--- src/hdl/double_buffered_led_framebuffer_assert.svh ---
// Assertion macros for the LED frame store, clocked on clk_i, off during reset.
`ifndef DOUBLE_BUFFERED_LED_FRAMEBUFFER_ASSERT_SVH
`define DOUBLE_BUFFERED_LED_FRAMEBUFFER_ASSERT_SVH

// same-cycle implication
`define DBLF_ASSERT_IMP(label, ante, cons, msg) \
  label: assert property (@(posedge clk_i) disable iff (!rst_ni) (ante) |-> (cons)) \
    else $error(msg);

// next-cycle implication
`define DBLF_ASSERT_NXT(label, ante, cons, msg) \
  label: assert property (@(posedge clk_i) disable iff (!rst_ni) (ante) |=> (cons)) \
    else $error(msg);

`endif

--- src/hdl/dblf_pkg.sv ---
// Shared constants and opcode codes for the LED frame store.
package dblf_pkg;

  localparam int SCREEN_COLS_DEF = 32;
  localparam int SCREEN_ROWS_DEF = 16;
  localparam int COORD_W         = 8;
  localparam int BYTE_W          = 8;
  localparam int OP_W            = 3;

  typedef enum logic [OP_W-1:0] {
    OP_CLEAR   = 3'd0,
    OP_FILL    = 3'd1,
    OP_PRESENT = 3'd2,
    OP_ACK     = 3'd3,
    OP_TICK    = 3'd4
  } op_e;

endpackage

--- src/hdl/dblf_raster.sv ---
// Rectangle walker: emits one in-bank pixel write address per cycle in raster order.
module dblf_raster #(
  parameter int SCREEN_COLS = dblf_pkg::SCREEN_COLS_DEF,
  parameter int SCREEN_ROWS = dblf_pkg::SCREEN_ROWS_DEF
) (
  input  logic                         clk_i,
  input  logic                         rst_ni,
  input  logic                         start_i,
  input  logic [dblf_pkg::COORD_W-1:0] x0_i,
  input  logic [dblf_pkg::COORD_W-1:0] y0_i,
  input  logic [dblf_pkg::COORD_W-1:0] x1_i,
  input  logic [dblf_pkg::COORD_W-1:0] y1_i,
  output logic                         we_o,
  output logic [$clog2(2*SCREEN_COLS*SCREEN_ROWS)-1:0] addr_o,
  output logic                         done_o
);

  localparam int ADDR_W = $clog2(2 * SCREEN_COLS * SCREEN_ROWS);
  localparam int CW     = dblf_pkg::COORD_W;

  typedef enum logic [1:0] {
    W_IDLE,
    W_SETUP,
    W_RUN
  } wstate_e;

  wstate_e           state_q;
  logic [CW-1:0]     x0_q, y0_q, x1_q, y1_q;
  logic [CW-1:0]     col_q, row_q;
  logic [ADDR_W-1:0] base_q;
  logic              done_q;
  logic              col_last, row_last;

  assign col_last = ({1'b0, col_q} + 9'd1) == {1'b0, x1_q};
  assign row_last = ({1'b0, row_q} + 9'd1) == {1'b0, y1_q};
  assign we_o     = (state_q == W_RUN);
  assign addr_o   = base_q + ADDR_W'(col_q);
  assign done_o   = done_q;

  always_ff @(posedge clk_i or negedge rst_ni) begin
    if (!rst_ni) begin
      state_q <= W_IDLE;
      done_q  <= 1'b0;
    end else begin
      done_q <= 1'b0;
      unique case (state_q)
        W_IDLE: begin
          if (start_i) begin
            if ((x0_i >= x1_i) || (y0_i >= y1_i)) begin
              done_q <= 1'b1;
            end else begin
              state_q <= W_SETUP;
            end
          end
        end
        W_SETUP: begin
          state_q <= W_RUN;
        end
        W_RUN: begin
          if (col_last && row_last) begin
            state_q <= W_IDLE;
            done_q  <= 1'b1;
          end
        end
        default: state_q <= W_IDLE;
      endcase
    end
  end

  always_ff @(posedge clk_i) begin
    if (state_q == W_IDLE && start_i) begin
      x0_q <= x0_i;
      y0_q <= y0_i;
      x1_q <= x1_i;
      y1_q <= y1_i;
    end
    if (state_q == W_SETUP) begin
      base_q <= ADDR_W'(y0_q) * ADDR_W'(SCREEN_COLS);
      col_q  <= x0_q;
      row_q  <= y0_q;
    end else if (state_q == W_RUN) begin
      if (col_last) begin
        col_q  <= x0_q;
        row_q  <= row_q + CW'(1);
        base_q <= base_q + ADDR_W'(SCREEN_COLS);
      end else begin
        col_q <= col_q + CW'(1);
      end
    end
  end

endmodule

--- config.mk ---
export PLATFORM = sky130hd
export DESIGN_NAME = dblf_raster
export DESIGN_NICKNAME = d
export VERILOG_FILES = /design/src/hdl/double_buffered_led_framebuffer_assert.svh /design/src/hdl/dblf_pkg.sv /design/src/hdl/dblf_raster.sv
export SDC_FILE = /design/constraint.sdc
export NUM_CORES = 1
export LEC_CHECK = 0
export BUFFER_PORTS_ARGS = -buffer_cell sky130_fd_sc_hd__buf_4
export CORE_MARGIN = 2
export CORE_UTILIZATION = 40
export CTS_BUF_LIST = sky130_fd_sc_hd__clkbuf_16
export CTS_CLUSTER_DIAMETER = 50
export DETAILED_ROUTE_END_ITERATION = 6
export HOLD_SLACK_MARGIN = 0.05
export PLACE_DENSITY_LB_ADDON = 0.15
export REMOVE_ABC_BUFFERS = 1
export SLEW_MARGIN = 20
export SYNTH_ARGS = -nofsm -noshare
export SYNTH_HDL_FRONTEND = slang
export SYNTH_SLANG_ARGS = --single-unit
--- constraint.sdc ---
create_clock -name clk_i -period 3.75 [get_ports clk_i]
set_input_delay 0.1875 -clock clk_i [delete_from_list [all_inputs] [get_ports clk_i]]
set_output_delay 0.1875 -clock clk_i [all_outputs]
set_load 0.02 [all_outputs]
==> impl_metrics.py <==
metrics = {
    "cts": {
        "path_clk_slew_ps": 70,
        "htreeDepth": 2,
        "clkLatencyLatePin_ps": 290,
        "cts_made_buffers": 5,
        "cts_hold_buf": 1,
        "cts_sinks": 56,
        "cts_setup_buffers": 0,
        "clock_tree.root_cell": "clkbuf_16",
        "cts_tree": "built",
        "cts_resized": 0,
        "clk_path_buf_depth": 2,
    },
    "sta": {
        "max_freq_mhz": 347,
        "skew_ps": 3.58,
        "fin_ws_ps": 867,
        "hold_violations": 0,
        "tns_ps": 0,
        "maxSlewViolCount": 0,
        "finalSetupViolCount": 0,
        "tightest_slew_ps": 886,
        "worst_slew_margin_rel_pct": 40.9,
        "rsz0062_at_grt": "false",
        "period_needed_ps": 2880,
        "period_share_pct": 76.9,
    },
    "synth": {
        "yosysWarnings": 0,
        "syn_area_um2": 3260,
        "synth_cell_types": 50,
        "synth_edf_count": 53,
        "ys_seq_elements": 56,
        "avgSynthCellArea_um2": 11.7,
        "async_reset_ff_share_pct": 5.36,
        "synth_cells": 278,
        "synth_top_cells_by_count": "edfxtp_1 (53), inv_1 (32), ha_1 (25)",
        "yosysSeqAreaShare_pct": 51.1,
        "synth_top_area_share_pct": 48.8,
        "netlist_top_cells_area": "edfxtp_1 (49%), ha_1 (9.6%), xnor2_1 (5.6%), xor2_1 (4.0%), inv_1 (3.7%)",
        "synthFlopType": "edfxtp_1",
        "synth_top_area_cell": "edfxtp_1",
        "yosysMostFrequentCell": "edfxtp_1",
    },
    "critical_path": {
        "crit_fanout": 13,
        "cpPeakStageDelay_ps": 540,
        "worstSetupEndpoint": "base_q[9]",
        "rrSetupSlack_ps": 870,
        "reg2reg_to": "base_q[9]",
        "arrival_ps": 2820,
        "cp_slowest_cell": "or4_4",
        "reg2reg_depth": 7,
        "crit_chain": "ha_1 > nand3_1 > xor2_1 > xnor2_1 > or4_4 > or2b_1 > and2_1",
        "end_kind": "register",
        "r2r-start": "col_q[0]",
        "worstSetupPathType": "register to register",
        "startpoint_type": "register",
        "crit_path_start": "col_q[0]",
        "cp.depth": 7,
        "required_ps": 3680,
        "critPathTopFamily": "simple AND/OR/NAND/NOR gates",
        "critical_path_buf_inv_count": 0,
    },
    "pwr": {
        "total_power_mw": 1.28,
        "pwr-share-comb_pct": 5.4,
        "pwr-share-clk_pct": 41.6,
        "power.share.switching_pct": 19.5,
        "p_int_mw": 1.03,
        "power.switching_mw": 0.249,
        "seqPwrFrac_pct": 53.0,
        "vdd_drop_max_mv": 0.235,
        "power_density_nw_per_um2": 331,
        "p_leak_nw": 1.59,
    },
    "placed_design": {
        "finalWeightedCongestion": 0.860,
        "dp_hpwl_um": 4830,
        "placed_cell_area_um2": 3700,
        "pre_cts_ws_ps": 868,
        "io_buffers": 46,
    },
    "global_route": {
        "antenna_found_initial": 0,
        "grt_pass1_wl_um": 10400,
        "track_usage_pct": 15.4,
        "grt_max_degree": 23,
        "grt_pass1_vias": 2173,
        "overflow": 0,
    },
    "floorplanning": {
        "start_util_pct": 41.8,
        "fp.dieH_um": 94.3,
        "coreArea_um2": 7810,
        "ios": 47,
        "core.rowCount": 32,
        "fp.dieArea_um2": 8890,
        "die_width_um": 94.3,
    },
    "cells_and_area": {
        "fin_area_um2": 3870,
        "drive_gt1_share_pct": 21.5,
        "finish.net_count": 385,
        "num-fill-cells": 737,
        "syn_to_final_growth_pct": 18.8,
        "antenna_cells": 0,
    },
    "outcome": {
        "status": "finished clean",
    },
    "route": {
        "firstDrtPassIters": 4,
        "vias": 2164,
        "drt_iter0_markers": 74,
        "drc": 0,
        "post_drt_wl_per_cell_um": 14.9,
        "drt-total-wl_um": 6370,
        "vias_per_cell": 5.07,
        "detail-route-antenna-nets": 0,
    },
    "flow_run": {
        "cap_violations": 0,
    },
    "min_path": {
        "hold_path.class": "input pin to register",
    },
}
-- sequential cells by signal, indices dropped and copies added, names as in the netlist --
name,flops
row_q,8
y1_q,8
done_o,1
base_q,5
col_q,8
x1_q,8
y0_q,8
x0_q,8
state_q,2
-- area by class of cell --
cell class | instances | area, um^2 | area share, %
flip-flops and latches | 56 | 1670 | 43.0
clock buffers | 5 | 125 | 3.23
well taps | 102 | 128 | 3.29
inverters | 32 | 120 | 3.10
repair buffers | 50 | 378 | 9.75
multi-input cells | 179 | 1410 | 36.5
clock inverters | 3 | 42.5 | 1.10
-- cell families (layout without fill, tap and decap cells) --
logic type	after synthesis	in the layout	synth area share, %
AOI/OAI and AO/OA	35	35	7.10
and+or+nand+nor	69	69	11.6
xor gates and xnor gates	37	37	10.4
buffers and inverters	43	90	5.56
DFF	56	56	51.1
muxes	11	11	3.80
adders and majority gates	27	27	10.5
-- through the flow --
step / hold slack (ps) / utilization (%) / cells
final: 74.7 / 49.6 / 427
after global routing: 68.0 / 49.6 / 427
after CTS: 70.0 / 49.6 / 427
after detailed placement: -20.3 / 47.3 / 418
after global placement: -22.5 / 47.3 / 418
after floorplan: -108 / - / 267
-- routing by layer --
metal	wire length [um]	up-vias	GRT usage [%]	part of all wire, %
met5	0	-	0	0
met4	61	0	3.74	0.96
met3	268	4	3.37	4.2
met2	3150	41	26.6	49
met1	2890	1041	19.6	45
li1	-	1078	-	-
-- how the worst min path moves through the flow --
stage | startpoint | to | slack (ps) | cells after the start
after global placement | rst_ni | done_o | -20 | 1
after global routing | y1_i[1] | y1_q[1] | 70 | 1
final | y1_i[1] | y1_q[1] | 70 | 1
after floorplan | rst_ni | done_o | -110 | 0
after CTS | y1_i[1] | y1_q[1] | 70 | 1
after detailed placement | rst_ni | done_o | -20 | 1
-- power by group through the flow --
stage	Sequential [mW]	Clock (mW)	Combinational [mW]
after detailed placement	0.693	0	0.0694
after floorplan	0.693	0	0.0263
after global placement	0.693	0	0.0682
after global routing	0.679	0.561	0.0804
final	0.679	0.533	0.0696
after CTS	0.679	0.541	0.0709
-- layout by cell type, fill, tap and decap left out, types with 2 or more instances in the layout --
master | synthesis | final
nand4_1 | 6 | 6
mux2i_1 | 3 | 3
edfxtp_1 | 53 | 53
buf_4 | 5 | 49
nand3_1 | 11 | 11
nor4_1 | 2 | 2
inv_1 | 32 | 32
mux2_2 | 7 | 7
o211ai_1 | 2 | 2
o21ai_0 | 10 | 10
clkbuf_16 | 0 | 5
xnor2_1 | 21 | 21
nor3_1 | 3 | 3
o21a_1 | 2 | 2
nor2_1 | 20 | 20
a21oi_1 | 6 | 6
xor2_1 | 15 | 15
nand2_1 | 9 | 9
and3_1 | 4 | 4
dfrtp_1 | 3 | 3
ha_1 | 25 | 25
nor2b_1 | 4 | 4
o31ai_1 | 2 | 2
and2_1 | 2 | 2
No activity file was read; power rests on OpenSTA's default activity.
